==> src/sv/tmcw_pkg.sv <==
// tmcw_pkg: shared constants, types and codes for the text-mode console writer
`default_nettype none
package tmcw_pkg;

    // screen geometry
    localparam int SCREEN_COLUMNS = 80;
    localparam int SCREEN_ROWS    = 25;
    localparam int CELL_COUNT     = SCREEN_ROWS * SCREEN_COLUMNS;

    // field widths
    localparam int ROW_W  = 5;
    localparam int COL_W  = 7;
    localparam int CHAR_W = 8;
    localparam int CELL_W = 16;
    localparam int ADDR_W = $clog2(CELL_COUNT);

    localparam logic [ROW_W-1:0] LAST_ROW = ROW_W'(SCREEN_ROWS - 1);
    localparam logic [COL_W-1:0] LAST_COL = COL_W'(SCREEN_COLUMNS - 1);

    // character codes
    localparam logic [CHAR_W-1:0] CODE_NEWLINE   = 8'd10;
    localparam logic [CHAR_W-1:0] CODE_BACKSPACE = 8'd8;
    localparam logic [CHAR_W-1:0] CODE_SPACE     = 8'd32;

    localparam logic [CHAR_W-1:0] TEXT_COLOUR_RESET = 8'd7;

    typedef enum logic {
        OP_PUT  = 1'b0,
        OP_READ = 1'b1
    } t_op;

    typedef enum logic [2:0] {
        S_IDLE,
        S_CLEAR,
        S_WRITE,
        S_RD,
        S_DONE
    } t_state;

    // controls from the sequencer to the row map
    typedef struct packed {
        logic             scroll;
        logic             mark_valid;
        logic [ROW_W-1:0] mark_row;
    } t_map_ctrl;

endpackage
`default_nettype wire

==> src/sv/tmcw_row_map.sv <==
// tmcw_row_map: ring offset of screen rows and per-row written flags
`default_nettype none
module tmcw_row_map (
    input  logic                    i_clk,
    input  logic                    i_rst_n,
    input  tmcw_pkg::t_map_ctrl     i_ctrl,
    input  logic [tmcw_pkg::ROW_W-1:0] i_lrow,
    output logic [tmcw_pkg::ROW_W-1:0] o_prow,
    output logic                    o_prow_valid
);
    import tmcw_pkg::*;

    logic [ROW_W-1:0]       r_top;
    logic [SCREEN_ROWS-1:0] r_row_valid;
    logic [ROW_W:0]         sum;

    // logical row to physical row, modulo the row count
    always_comb begin
        sum = {1'b0, i_lrow} + {1'b0, r_top};
        if (sum >= (ROW_W+1)'(SCREEN_ROWS)) begin
            sum = sum - (ROW_W+1)'(SCREEN_ROWS);
        end
        o_prow       = sum[ROW_W-1:0];
        o_prow_valid = r_row_valid[o_prow];
    end

    // scroll moves the top row and drops the old top, which becomes the new bottom
    always_ff @(posedge i_clk) begin
        if (!i_rst_n) begin
            r_top       <= '0;
            r_row_valid <= '0;
        end else begin
            if (i_ctrl.scroll) begin
                r_row_valid[r_top] <= 1'b0;
                r_top <= (r_top == LAST_ROW) ? '0 : r_top + 1'b1;
            end
            if (i_ctrl.mark_valid) begin
                r_row_valid[i_ctrl.mark_row] <= 1'b1;
            end
        end
    end

endmodule
`default_nettype wire

==> config.mk <==
export PLATFORM = sky130hd
export DESIGN_NAME = tmcw_row_map
export DESIGN_NICKNAME = d
export VERILOG_FILES = /design/src/sv/tmcw_pkg.sv /design/src/sv/tmcw_row_map.sv
export SDC_FILE = /design/constraint.sdc
export NUM_CORES = 1
export LEC_CHECK = 0
export BUFFER_PORTS_ARGS = -buffer_cell sky130_fd_sc_hd__buf_2
export CAP_MARGIN = 20
export CORE_AREA = 2 2 79 81
export CTS_CLUSTER_DIAMETER = 80
export CTS_CLUSTER_SIZE = 10
export DETAILED_ROUTE_END_ITERATION = 12
export DIE_AREA = 0 0 81 83
export HOLD_SLACK_MARGIN = 0.03
export SLEW_MARGIN = 10
export SYNTH_ARGS = -nofsm -noshare
export SYNTH_HDL_FRONTEND = slang
export SYNTH_SLANG_ARGS = --single-unit
export TNS_END_PERCENT = 1
==> constraint.sdc <==
create_clock -name i_clk -period 10.45 [get_ports i_clk]
set_input_delay 1.5675 -clock i_clk [delete_from_list [all_inputs] [get_ports i_clk]]
set_output_delay 1.5675 -clock i_clk [all_outputs]
set_load 0.005 [all_outputs]
# Word-level counts from Yosys, hierarchy flattened
# Cells that the tools add are included.
[classes]
add_sub_neg = 3
n_bitwise = 3
n_mux = 11
n_lt_le_gt_ge = 6
eq_ne = 1
n_reduce_logical = 2
[ops]
columns = ["operator", "count"]
rows = [
  ["2-to-1 mux 25 bit", 3],
  ["bitwise AND 25 bit", 1],
  ["NOT 25 bit", 1],
  ["OR 25 bit", 1],
  ["< comparator 5 x 6 -> 1 bit (second input constant)", 3],
  ["demux 1 bit (select 5 bit)", 2],
  ["greater-or-equal comparator 5 x 1 -> 1 bit (second input constant)", 2],
  ["2-to-1 mux 5 bit", 2],
  ["adder 5 x 5 -> 6 bit", 1],
  ["greater-or-equal comparator 6 x 5 -> 1 bit (second input constant)", 1],
  ["adder 5 x 1 -> 5 bit (second input constant)", 1],
  ["binary-select mux 1 bit (select 5 bit)", 1],
  ["equality test 5 bit (second input constant)", 1],
  ["subtractor 5 bit (second input constant)", 1],
  ["2-to-1 mux 1 bit", 3],
  ["logical AND 1 bit", 2],
]
[word_totals]
out_inout_bits = 6
ff_bits = 30
elab_cells = 28

# Logic depth before layout (Yosys ltp)
# Gate-level depths: netlist (run 1).
[depth]
ltp_word = 10
mapped_depth = 14
depth_no_buf = 12

# Worst setup path before layout (run 1)
# No wires, ideal clock.
[synth_timing]
kind = "input to output"
from = "input port i_lrow[0] (netlist name)"
to = "output port o_prow_valid"
path_slack_ns = 4.874
t_arrival_ns = 4.008
path_stages = 11
path_buffers = 0
path_cell_list = "ha_1 > inv_1 > fa_1 > nand2b_1 > o2bb2ai_1 > xnor2_2 > a31oi_1 > o2bb2ai_1 > mux2_2 > o211ai_1 > o211a_1"
[synth_between]
elab_chain_cells = 5
elab_cells_between_ends = 6
[synth_lines]
columns = ["element", "line", "text"]
rows = [
  ["start: declaration", "tmcw_row_map.sv:7", "input logic [tmcw_pkg::ROW_W-1:0] i_lrow,"],
  ["adder 5 x 5 -> 6 bit (*)", "tmcw_row_map.sv:19", "sum = {1'b0, i_lrow} + {1'b0, r_top};"],
  ["subtractor 5 bit or greater-or-equal comparator 6 x 5 -> 1 bit (tied branches)", "tmcw_row_map.sv:21, tmcw_row_map.sv:20", ""],
  ["2-to-1 mux 5 bit (*)", "tmcw_row_map.sv:20", "if (sum >= (ROW_W+1)'(SCREEN_ROWS)) begin"],
  ["named net o_prow, one bit", "tmcw_row_map.sv:8", "output logic [tmcw_pkg::ROW_W-1:0] o_prow,"],
  ["binary-select mux 1 bit (select 5 bit) (*)", "tmcw_row_map.sv:24", "o_prow_valid = r_row_valid[o_prow];"],
  ["2-to-1 mux 1 bit (implied by the code) (*)", "tmcw_row_map.sv:24", ""],
  ["end: declaration", "tmcw_row_map.sv:9", "output logic o_prow_valid"],
]
# Mark *: on every way through the listed nets, which the timed path passes. The rest lies on a longest branch. The select of a mux whose other input is x is not followed.

# Final worst setup path (run 1)
[layout_timing]
from = "input port i_lrow[0] (netlist name)"
to = "output port o_prow_valid"
[layout_between]
elab_chain_cells = 5
elab_cells_between_ends = 6
[layout_lines]
columns = ["element", "line"]
rows = [
  ["adder 5 x 5 -> 6 bit (*)", "tmcw_row_map.sv:19"],
  ["subtractor 5 bit or greater-or-equal comparator 6 x 5 -> 1 bit (tied branches)", "tmcw_row_map.sv:21, tmcw_row_map.sv:20"],
  ["2-to-1 mux 5 bit (*)", "tmcw_row_map.sv:20"],
  ["binary-select mux 1 bit (select 5 bit) (*)", "tmcw_row_map.sv:24"],
  ["2-to-1 mux 1 bit (implied by the code) (*)", "tmcw_row_map.sv:24"],
]
# Mark *: on every way between the ends. The rest lies on a longest branch, timed or not. The select of a mux whose other input is x is not followed.

==> results of run 1 <==
==> logic make-up (layout without fill, tap and decap cells) <==
family,Yosys count,count (layout),share of synthesized area [%]
xor gates and xnor gates,8,8,4.76
and+or+nand+nor,104,104,24.7
adders and majority gates,12,12,7.23
AOI/OAI and AO/OA,82,82,24.7
muxes,14,14,6.60
DFF,30,30,27.6
buffers and inverters,21,35,4.36
==> per-stage QoR <==
stage	hold slack [ns]	util, %	setup WS [ns]	cells
after floorplan	0.451	-	4.87	271
after global placement	0.477	39.6	4.03	352
after detailed placement	0.481	39.6	3.95	352
after CTS	0.490	41.2	3.95	360
after global routing	0.517	41.2	3.74	360
final	0.487	41.2	3.92	360
==> power breakdown <==
part           total, µW  internal (µW)  leakage [µW]  switching, µW
logic                103           42.8      0.000624           59.9
registers            119            116      0.000242           2.56
clock network       93.9           53.0     0.0000482           40.9
total                316            212      0.000915            103
==> sequential cells by signal, indices dropped and copies added (netlist names) <==
name         cells
r_row_valid     25
r_top            5
==> worst register-to-register path, stage by stage (launching register included) <==
cell                      delay, ns
sky130_fd_sc_hd__dfxtp_1       0.37
sky130_fd_sc_hd__inv_1         0.14
sky130_fd_sc_hd__ha_1          0.17
sky130_fd_sc_hd__nand2_1       0.18
sky130_fd_sc_hd__o21ai_0       0.51
sky130_fd_sc_hd__o21ai_0       0.14
==> synth_stat cells, drive strengths merged (8+ instances only) <==
cell | n | area [µm²]
a21boi | 24 | 180
a21oi | 10 | 50.1
clkbuf | 10 | 37.5
dfxtp | 30 | 601
ha | 11 | 138
inv | 8 | 30.0
mux2i | 11 | 110
nand2 | 39 | 146
nand4 | 9 | 56.3
nor2 | 15 | 56.3
o21ai | 31 | 155
==> worst max path at each step <==
stage                         start      endpoint
after detailed placement  i_lrow[0]  o_prow_valid
after global placement    i_lrow[0]  o_prow_valid
after CTS                 i_lrow[0]  o_prow_valid
final                     i_lrow[0]  o_prow_valid
after global routing      i_lrow[0]  o_prow_valid
after floorplan           i_lrow[0]  o_prow_valid
==> per-layer routing <==
layer | global-route usage (%) | up-vias | part of all wire, % | wire [µm]
li1 | - | 1000 | - | -
met1 | 25.6 | 888 | 51 | 2800
met2 | 24.0 | 53 | 42 | 2290
met3 | 3.37 | 8 | 6.3 | 344
met4 | 5.86 | 0 | 1.2 | 68
met5 | 0 | - | 0 | 0
==> layout make-up <==
| type | count | area [µm²] |
|---|---|---|
| sequential | 30 | 601 |
| multi-input combinational | 220 | 1480 |
| clock inverter | 1 | 5.00 |
| fill | 630 | 3420 |
| tap | 75 | 93.8 |
| timing repair buffer | 19 | 95.1 |
| clock buffer | 7 | 86.3 |
| inverter | 8 | 30.0 |
==> impl_summary.md, run 1 <==
Finish
The antenna diode count is 0. The fraction of layout cells with a size suffix above 1 is 14.0%. The library cell used most frequently in the layout, excluding fill and tap cells, is sky130_fd_sc_hd__nand2_1. From synthesis to final layout, the design area changed by 9.87%. With fillers left out, the area of the finished cells amounts to 2390 µm². Leaving out fill and tap cells, the most frequent cells in the layout are sky130_fd_sc_hd__nand2_1, sky130_fd_sc_hd__o21ai_0, sky130_fd_sc_hd__dfxtp_1. The final layout contains 310 nets.

Setup path
The largest fanout on the critical path is 23. Counting both buffers and inverters, the worst setup path holds a total of 3. The start-to-end type of the worst setup path is input port to output port. For flop-to-flop paths, the worst setup slack is 8.81 ns. The kind of cell with the highest combined delay along the critical path is adder cells. For this run, the slowest stage of the critical path takes 0.80 ns. The kind of launch point of the worst setup path is an input port.

The critical path's slowest cell is sky130_fd_sc_hd__fa_1. Traced cell by cell, the critical path runs through buf_2, ha_1, inv_1, fa_1, ha_1, nand2_1, or2_4, a31oi_4, xnor2_4, mux2i_1, mux2_2, o211ai_1, o211a_1, buf_2. The path length in cells of the critical path is 14.

For the worst setup path, the data arrival time is 4.96 ns. The endpoint identified for the worst register-to-register timing path is r_row_valid[24]. The reg-to-reg critical path startpoint is r_top[1].

The number of cells on the worst reg-to-reg path is 5. The kind of capture point of the worst setup path is an output port. Data on the critical path is required at its endpoint by 8.88 ns.

Die
The region available for standard cell placement spans about 5800 µm². 20 I/O pins were placed. The vertical die dimension is roughly 83 µm. The initial utilization of the core area, before any placement, comes to 37.5%. The width of the chip is 81 µm.

The floorplan step defined a die boundary enclosing 6720 µm². The standard-cell row count is 28.

STA
Setup violations remaining at the end of the flow were counted as 0. In this run the tightest slew margin relative to its limit is 30.8%. The maximum operating frequency is about 150 MHz. Setup total negative slack on the finished layout was measured at 0 ns.

The final setup skew is 0.00339 ns. The final count of pins violating max slew came to 0. The clock period minus final worst setup slack is 6.53 ns. After layout, the worst path uses 62.5% of the clock period. The slew at the pin closest to its max-slew limit is 1.04 ns.

Setup repair after global routing left no endpoint under its margin. The number of hold-slack violations in the final timing report is 0.

Clock network
The clock net in this run drives a total of 30 sinks. The clock tree root buffer cell is sky130_fd_sc_hd__clkbuf_8. The number of gates resized after CTS was 0. The clock latency at the later pin of the worst-skew pair is 0.28 ns. The post-cts hold buffer count is 0.

The largest buffer count on any clock path is 2. The total setup buffers inserted after CTS is 0. The number of buffers created by CTS is 5. TritonCTS built the clock tree.

The number of H-tree branching levels is 2. The clock-pin slew on the worst setup and hold paths is 0.06 ns.

Routing
The detailed router placed 1949 vias in this run. The number of search-and-repair iterations in the first detailed-routing pass is 4. For this block, the routed nets add up to 5500 µm of wire. The routed via count divided by cell count is 5.41. The count of nets left with antenna violations once routing finished came out at 0.

The violation count after the first detailed-routing iteration is 72. The final routed DRC violation total is 0. The routed wire length per instance is 15.3 µm.

Pwr
The maximum vdd drop is 0.0701 mV. The static leakage is approximately 0.0009 µW. The design draws 316 µW. For this design the ratio of total power to cell area is 132 nW/µm².

Synthesis
In the synthesized netlist, the number of instances is 271. The most used flip-flop cell after synthesis is sky130_fd_sc_hd__dfxtp_1. The count of different cell masters after synthesis is between 40 and 50. After synthesis the cells add up to 2180 µm².

Yosys mapped a number of flops with a built-in enable equal to 0. The post-synthesis net count is slightly below 300. The share of synthesized flip-flops with an asynchronous set or reset is 0%.

The share of the yosys chip area belonging to registers is around 28%. The Yosys step of the flow raised 0 warnings. The average instance area after synthesis is 8.04 µm². The total of flip-flops plus latches after synthesis is 30.

Run
Max-cap violations in this run came to 0.

Placement
The sum of net half-perimeters after detailed placement is 4000 µm. The routability-driven placement congestion ratio is a little under 0.9. Buffers placed on the I/O ports in this run total 19. The total placed instance area is 2300 µm².

Hold path
The number of instances on the worst hold path is 2. For hold timing, the worst endpoint is r_row_valid[0]. The min-delay analysis places its worst path in the category flip-flop to flip-flop. The worst hold path begins at r_row_valid[0].

Global routing
The total congestion overflow is 0. The first global-routing pass estimated 9030 µm of wire. The number of antenna violations at the first check in global routing is 0.

Entering global routing, the biggest net connects 28 pins. The number of global-route vias before repair came to 1816. For this run, the total global-route usage over all layers was measured as 17.1%.

Status
The run finished with clean final reports.
No activity file was read; power rests on OpenSTA's default activity.
==> inputs of run 2 (changes only) <==
clock period = 6.65 ns   (was 10.45 ns; I/O delays follow)
==> run 2 against run 1 <==
  * Final area is 0.78% higher
  * Sequential share of layout area decreased by 0.19 points
  * Power is 65% higher
  * Largest power group unchanged
  * Routed wire length grew 0.69%
  * Clock-buffer cell count rose by 1
  * Worst hold slack better by 0.0030 ns
  * Via count is 3.7% higher
  * Clock skew grew 0.0014 ns
  * Core utilization increased by 0.32 points
  * Final cell count is the same
==> impl_summary.md, run 2 (synthesized netlist as in run 1, its figures left out) <==
Finish
In the final layout, the registers with the most flip-flops are r_row_valid: 25 flops, r_top: 5 flops. The core occupancy in the finished layout came to 41.5% (+0.32 points). The flip-flop count of the largest register, all copies and words added was 25 (unchanged). The fraction of layout cells with a size suffix above 1 is 14.4% (+0.35 points). The count of nets after finishing was 310 (unchanged). The antenna diode count is 0 (unchanged). The library cells used most frequently in the layout, excluding fill and tap cells, are sky130_fd_sc_hd__nand2_1, sky130_fd_sc_hd__o21ai_0, sky130_fd_sc_hd__dfxtp_1.

The register ranked first by flip-flop count is r_row_valid. The most common cell after layout, fill and taps aside is sky130_fd_sc_hd__nand2_1. The area added between synthesis and finish is 10.7%. The number of cells in the finished layout apart from fillers is 360 (unchanged).

Die
The number of top-level design ports is 20 (unchanged). The effective utilization at floorplan is 37.5% (unchanged). The standard-cell row count is 28 (unchanged). The vertical die dimension is 83 µm (unchanged).

The width of the chip is 81 µm (unchanged). The core area is 5820 µm² (unchanged). The full die area is 6720 µm² (unchanged).

Setup path
The largest fanout on the critical path came to 23 (unchanged). The start-to-end type of the worst setup path is input port to output port. The worst setup path is launched from an input port. The kind of capture point of the worst setup path is an output port. The critical path data arrival time came to 4.39 ns (-0.57 ns).

The data required time of the worst path was 5.65 ns (-3.23 ns).

Global routing
The wire length of the first global-routing pass is 9180 µm (+1.7%). The total global routing track utilization is 17.3% (+0.24 points). The number of antenna violations at the first check in global routing is 0 (unchanged).

The total congestion overflow is 0 (unchanged). The largest net degree at the start of global routing is 28 (unchanged). The number of global-route vias before repair came to 1851 (+1.9%).

Routing
The violation count after the first detailed-routing iteration is 68 (-5.6%). The routed wire length per instance is 15.4 µm (+0.69%). The number of antenna-violating nets in the routed design is 0 (unchanged). The routed via count divided by cell count is 5.61 (+3.7%). The final routed DRC violation total is 0 (unchanged). The total via count after detailed routing is 2021 (+3.7%). The number of search-and-repair iterations in the first detailed-routing pass is 4 (unchanged). The wire length reported by the detailed router is 5540 µm (+0.69%).

Clock network
The number of buffers created by CTS is 5 (unchanged). The number of cells upsized or downsized after cts is 0 (unchanged). The clock-pin slew on the worst setup and hold paths was 0.06 ns (about the same). The cell sitting at the root of the clock tree is a sky130_fd_sc_hd__clkbuf_8. The clock sink count was 30 (unchanged). The largest buffer count on any clock path came to 2 (unchanged). The number of H-tree branching levels came to 2 (unchanged). The clock latency at the later pin of the worst-skew pair was 0.28 ns (about the same). The post-cts hold buffer count is 0 (unchanged).

The CTS tree is done. The total setup buffers inserted after CTS is 0 (unchanged).

Hold path
In this run the worst hold path is classified as flip-flop to flip-flop.

STA
The aggregate negative setup slack is 0 ns (unchanged). The clock period minus final worst setup slack is about 5.4 ns. The maximum operating frequency is 186 MHz. The number of hold-slack violations in the final timing report was 0 (unchanged).

Setup repair after global routing left no endpoint under its margin. The worst-case headroom to the max-slew limit was 33.3% (+2.5 points). The slack of the critical path is 1.27 ns (-2.65 ns). The final setup skew is 0.00479 ns (+0.00140 ns). The count of endpoints failing setup in the final report is 0 (unchanged). The slew at the pin closest to its max-slew limit is 0.999 ns (-0.0368 ns). The final count of pins violating max slew is 0 (unchanged). The final worst-path cycle share is between 80 and 90%.

Placement
The sum of net half-perimeters after detailed placement is 4030 µm (+0.94%). The total instance count after detailed placement was 352 (unchanged). The setup slack after placement is 1.29 ns (-2.65 ns). The count of port buffers added during placement is 19 (unchanged). The routability-driven placement congestion ratio is 0.890 (-0.15%).

Pwr
The maximum vdd drop came to 0.103 mV (+46%). The static leakage is 0.000924 µW (+1.0%). The power density over the cells is 215 nW/µm² (+63%).

Run
The number of violations of the max-capacitance limit is 0 (unchanged).

Status
The flow ran to the end, and the final reports show no timing, DRC or antenna violations.
[run 2: cell types whose count changed in the layout (fill, tap and decap cells not counted), sizes merged]
| cell | change |
|---|---|
| clkbuf | +1 |
| clkinv | -1 |
[run 2: area by class of cell]
| type | instances | area [µm²] |
|---|---|---|
| fillers | 628 | 3400 |
| clock buffers | 8 | 110 |
| flip-flops and latches | 30 | 601 |
| multi-input cells | 220 | 1480 |
| repair buffers | 19 | 95.1 |
| well taps | 75 | 93.8 |
| inverters | 8 | 30.0 |
[run 2: final timing paths]
kind / end / slack, ns / from / depth (start not counted)
hold / removal: r_row_valid[0] / 0.49 / r_row_valid[0] / 2
hold reg to reg: r_row_valid[0] / 0.49 / r_row_valid[0] / 2
setup / recovery: o_prow_valid / 1.27 / i_lrow[0] / 14
setup reg to reg: r_row_valid[24] / 5.00 / r_top[1] / 5
[run 2: where the power goes]
part           internal [µW]  leakage, µW  switching [µW]
Clock                    104    0.0000575            67.6
Sequential               183     0.000242            4.01
Combinational           67.1     0.000624            93.6
Total                    354     0.000924             165
[run 2: per-stage QoR]
| stage | area, µm² | hold WS (ns) | power [µW] |
|---|---|---|---|
| after detailed placement | 2300 | 0.485 | 350 |
| after global placement | 2300 | 0.476 | 350 |
| after floorplan | 2180 | 0.451 | 314 |
| after global routing | 2410 | 0.514 | 553 |
| after CTS | 2410 | 0.494 | 522 |
| final | 2410 | 0.490 | 520 |
[run 2: routing by layer]
layer  track usage, %  vias up  share of wire, %
li1                 -     1002                 -
met1             26.3      952                52
met2             23.6       59                41
met3             3.91        8               5.3
met4             6.01        0               1.6
met5                0        -                 0
[run 2: critical path: stages]
cell and delay, ns:
sky130_fd_sc_hd__buf_2 0.08, sky130_fd_sc_hd__ha_1 0.15, sky130_fd_sc_hd__inv_1 0.05, sky130_fd_sc_hd__fa_1 0.80
sky130_fd_sc_hd__ha_1 0.27, sky130_fd_sc_hd__nand2_1 0.09, sky130_fd_sc_hd__or2_4 0.26, sky130_fd_sc_hd__a31oi_4 0.58
sky130_fd_sc_hd__xnor2_4 0.23, sky130_fd_sc_hd__mux2i_1 0.13, sky130_fd_sc_hd__mux2_2 0.28, sky130_fd_sc_hd__o211ai_1 0.16
sky130_fd_sc_hd__o211a_1 0.19, sky130_fd_sc_hd__buf_2 0.11
==> inputs of run 3 (changes only) <==
ABC_AREA = 1   (was not set)
CORE_AREA = 2 2 77 79   (was 2 2 79 81)
DIE_AREA = 0 0 79 81   (was 0 0 81 83)
clock period = 5.11 ns   (was 6.65 ns; I/O delays follow)
==> run 3 against run 2 <==
  * Sequential power is 29% higher
  * Power is 18% higher
  * Via count is 1.7% lower
  * Register-to-register slack worse by 1.6 ns
  * Non-clock buffer count stayed put
  * Die area is 4.8% lower
  * Flip-flop and latch count stayed put
  * Sequential share of layout area is 1.0 points higher
  * Combinational power is 4% higher
  * Final cell count is 13% higher
  * Worst hold slack worse by 0.022 ns
  * Clock-buffer cell count is 2 lower
  * Critical path type unchanged
  * Largest cell class unchanged
  * Highest routed layer unchanged
==> impl_summary.md, run 3 <==
Status
The flow ran to the end, and the final reports show no timing, DRC or antenna violations.

Die
The effective utilization at floorplan came to 36.1% (-1.3 points). The full die area is 6400 µm² (-4.8%). The vertical die dimension is 81 µm (-2.4%). The core area was 5680 µm² (-2.4%). The number of top-level design ports came to 20 (unchanged).

The standard-cell row count is 28 (unchanged). The width of the chip is 79 µm (-2.5%).

Global routing
The largest net degree at the start of global routing came to 27 (-3.6%). The total congestion overflow is 0 (unchanged). The wire length of the first global-routing pass is 8490 µm (-7.6%).

The number of global-route vias before repair is 1814 (-2.0%). The total global routing track utilization is 16.7% (-0.61 points). The number of antenna violations at the first check in global routing is 0 (unchanged).

Setup path
The kind of launch point of the worst setup path is an input port. In this run the critical register-to-register path is captured at r_row_valid[24]. The critical path data arrival time is 3.22 ns (-1.17 ns). The largest fanout on the critical path is 9 (-61%).

The worst reg-to-reg setup slack is 3.38 ns (-1.62 ns). The kind of capture point of the worst setup path is an output port. The setup path with the least slack is of type input port to output port.

The number of cells on the worst reg-to-reg path came to 5 (unchanged). The data required time of the worst path is 4.34 ns (-1.31 ns). In this run the critical register-to-register path is launched from r_top[1].

STA
The number of hold-slack violations in the final timing report is 0 (unchanged). The aggregate negative setup slack is 0 ns (unchanged). The worst hold-check slack came to 0.468 ns (-0.0219 ns). The final setup skew was 0.0116 ns (+0.00676 ns). The final worst-path cycle share is between 70% and 80%.

The count of endpoints failing setup in the final report came to 0 (unchanged). Setup repair after global routing left no endpoint under its margin. The final count of pins violating max slew is 0 (unchanged). The slew at the pin closest to its max-slew limit is 0.938 ns (-0.0613 ns). The worst-case headroom to the max-slew limit is 37.0% (+3.7 points).

Derived from the worst setup path, the maximum achievable clock frequency is 251 MHz. The worst path needs around 4.0 ns of the cycle, external delays included.

Clock network
The number of buffers created by CTS is 5 (unchanged). The clock tree root buffer cell is sky130_fd_sc_hd__clkbuf_8. The largest buffer count on any clock path is 2 (unchanged). The clock latency at the later pin of the worst-skew pair came to 0.29 ns (about the same). The clock sink count came to 30 (unchanged). The number of H-tree branching levels came to 2 (unchanged).

The CTS tree is done. The total setup buffers inserted after CTS was 0 (unchanged). The post-cts hold buffer count is 0 (unchanged). The clock-pin slew on the worst setup and hold paths is 0.06 ns (about the same). The number of cells upsized or downsized after cts is 0 (unchanged).

Synthesis
The most common cell in the synthesized netlist is sky130_fd_sc_hd__nand2_1. The count of different cell masters after synthesis was 30 (-39%). Ranked by total cell area, the synthesized netlist is headed by sky130_fd_sc_hd__dfxtp_1, sky130_fd_sc_hd__nand2_1, sky130_fd_sc_hd__nand3_1, sky130_fd_sc_hd__inv_1, sky130_fd_sc_hd__a21oi_1. The share of synthesized flip-flops with an asynchronous set or reset came to 0% (unchanged). The share of the yosys chip area belonging to registers is 29.3% (+1.7 points). The fraction of post-synthesis cell area in the top cell type by area came to 29.3% (+1.7 points). The dominant register cell in the synthesized netlist is sky130_fd_sc_hd__dfxtp_1. The post-synthesis cell area came to 2050 µm² (-5.9%). The dominant cell type by area after synthesis is sky130_fd_sc_hd__dfxtp_1. The total of flip-flops plus latches after synthesis was 30 (unchanged).

The average instance area after synthesis is 6.64 µm² (-17%). The post-synthesis net count is 335 (+13%). The commonest cells after synthesis are sky130_fd_sc_hd__nand2_1, sky130_fd_sc_hd__inv_1, sky130_fd_sc_hd__nand3_1, sky130_fd_sc_hd__dfxtp_1, sky130_fd_sc_hd__a21oi_1. The number of cells produced by synthesis is 309 (+14%). The count of synthesis-stage warnings from yosys is 0 (unchanged).

The count of flip-flops with a built-in enable after synthesis was 0 (unchanged).

Finish
The area added between synthesis and finish is 13.1%. The antenna diode count came to 0 (unchanged). The flip-flop count of the largest register, all copies and words added is 25 (unchanged).

The fraction of layout cells with a size suffix above 1 is 13.3% (-1.1 points). The largest registers in the layout are r_row_valid: 25 flops, r_top: 5 flops. r_row_valid holds more flip-flops than any other register. The library cells used most frequently in the layout, excluding fill and tap cells, are sky130_fd_sc_hd__nand2_1, sky130_fd_sc_hd__inv_1, sky130_fd_sc_hd__nand3_1. The library cell used most frequently in the layout, excluding fill and tap cells, is sky130_fd_sc_hd__nand2_1.

The fill cell total of the finished layout came to 648 (+3.2%). The count of nets after finishing is 357 (+15%).

Routing
The final routed DRC violation total is 0 (unchanged). The routed wire length per instance is 12.4 µm (-19%). The violation count after the first detailed-routing iteration is 74 (+8.8%).

The routed via count divided by cell count is 4.88 (-13%). The number of antenna-violating nets in the routed design came to 0 (unchanged). The number of search-and-repair iterations in the first detailed-routing pass is 4 (unchanged). The wire length reported by the detailed router is 5050 µm (-8.8%). The total via count after detailed routing is 1987 (-1.7%).

Hold path
The worst hold path terminates at r_row_valid[15]. The number of instances on the worst hold path is 2 (unchanged). The worst hold path class is flip-flop to flip-flop. The source of the worst hold timing path is r_row_valid[15].

Placement
The sum of net half-perimeters after detailed placement is 4010 µm (-0.52%). The routability-driven placement congestion ratio is 0.877 (-1.5%). The count of port buffers added during placement is 19 (unchanged).

Pwr
The maximum vdd drop is 0.134 mV (+30%). The static leakage was 0.000977 µW (+5.7%). The power density over the cells was 264 nW/µm² (+23%).

Run
The number of violations of the max-capacitance limit is 0 (unchanged).
[run 3: stage by stage]
| stage | area (µm²) | setup slack, ns | total power, µW | cells | utilization [%] |
|---|---|---|---|---|---|
| after global routing | 2320 | 0.834 | 649 | 407 | 40.9 |
| after detailed placement | 2220 | 1.10 | 415 | 399 | 39.2 |
| final | 2320 | 1.12 | 612 | 407 | 40.9 |
| after CTS | 2320 | 1.10 | 613 | 407 | 40.9 |
| after global placement | 2220 | 1.13 | 414 | 399 | 39.2 |
| after floorplan | 2050 | 1.51 | 370 | 309 | - |
[run 3: logic make-up (layout without fill, tap and decap cells)]
group / count (synthesis) / in the layout / synth area share (%)
fa+ha+maj: 12 / 12 / 7.69
xor+xnor: 4 / 4 / 2.62
flops: 30 / 30 / 29.3
buf+inv: 57 / 80 / 10.4
simple gates: 148 / 148 / 34.4
compound gates: 58 / 58 / 15.6
[run 3: routing by layer]
metal / routed length (µm) / part of all wire, % / global-route usage, %
met1: 2560 / 51 / 22.4
met2: 2280 / 45 / 27.6
met3: 136 / 2.7 / 2.56
met4: 72 / 1.4 / 5.52
met5: 0 / 0 / 0
[run 3: report_power, final]
group	leakage, µW	total [µW]	internal (µW)	switching [µW]
clock	0.0000472	202	108	94.3
sequential	0.000243	241	238	3.54
combinational	0.000687	168	60.0	108
total	0.000977	612	406	206
[run 3: worst max-delay path by stage]
stage / start / endpoint / slack (ns) / cells past startpoint
after global routing: i_lrow[0] / o_prow_valid / 0.83 / 17
after global placement: i_lrow[0] / o_prow_valid / 1.13 / 17
after floorplan: i_lrow[0] / o_prow_valid / 1.51 / 15
after detailed placement: i_lrow[0] / o_prow_valid / 1.10 / 17
after CTS: i_lrow[0] / o_prow_valid / 1.10 / 17
final: i_lrow[0] / o_prow_valid / 1.12 / 17
[run 3: worst max-delay path, stage by stage]
cell and delay, ns:
sky130_fd_sc_hd__buf_2 0.08, sky130_fd_sc_hd__ha_1 0.17, sky130_fd_sc_hd__inv_1 0.06, sky130_fd_sc_hd__fa_1 0.60
sky130_fd_sc_hd__ha_1 0.27, sky130_fd_sc_hd__nand3b_1 0.14, sky130_fd_sc_hd__nand3_4 0.14, sky130_fd_sc_hd__nand3_1 0.22
sky130_fd_sc_hd__nand2_4 0.20, sky130_fd_sc_hd__nand2_1 0.07, sky130_fd_sc_hd__nand3_1 0.08, sky130_fd_sc_hd__nand3_1 0.07
sky130_fd_sc_hd__nand3_1 0.09, sky130_fd_sc_hd__nand2_1 0.05, sky130_fd_sc_hd__nand2_1 0.05, sky130_fd_sc_hd__nand2_1 0.04
sky130_fd_sc_hd__buf_2 0.11
[run 3: area by class of cell]
| class | instances | area [µm²] | share of cell area [%] |
|---|---|---|---|
| clock inverters | 2 | 12.5 | 0.539 |
| clock buffers | 6 | 82.6 | 3.56 |
| repair buffers | 19 | 95.1 | 4.10 |
| well taps | 75 | 93.8 | 4.05 |
| multi-input cells | 222 | 1240 | 53.3 |
| inverters | 53 | 199 | 8.58 |
| flip-flops and latches | 30 | 601 | 25.9 |
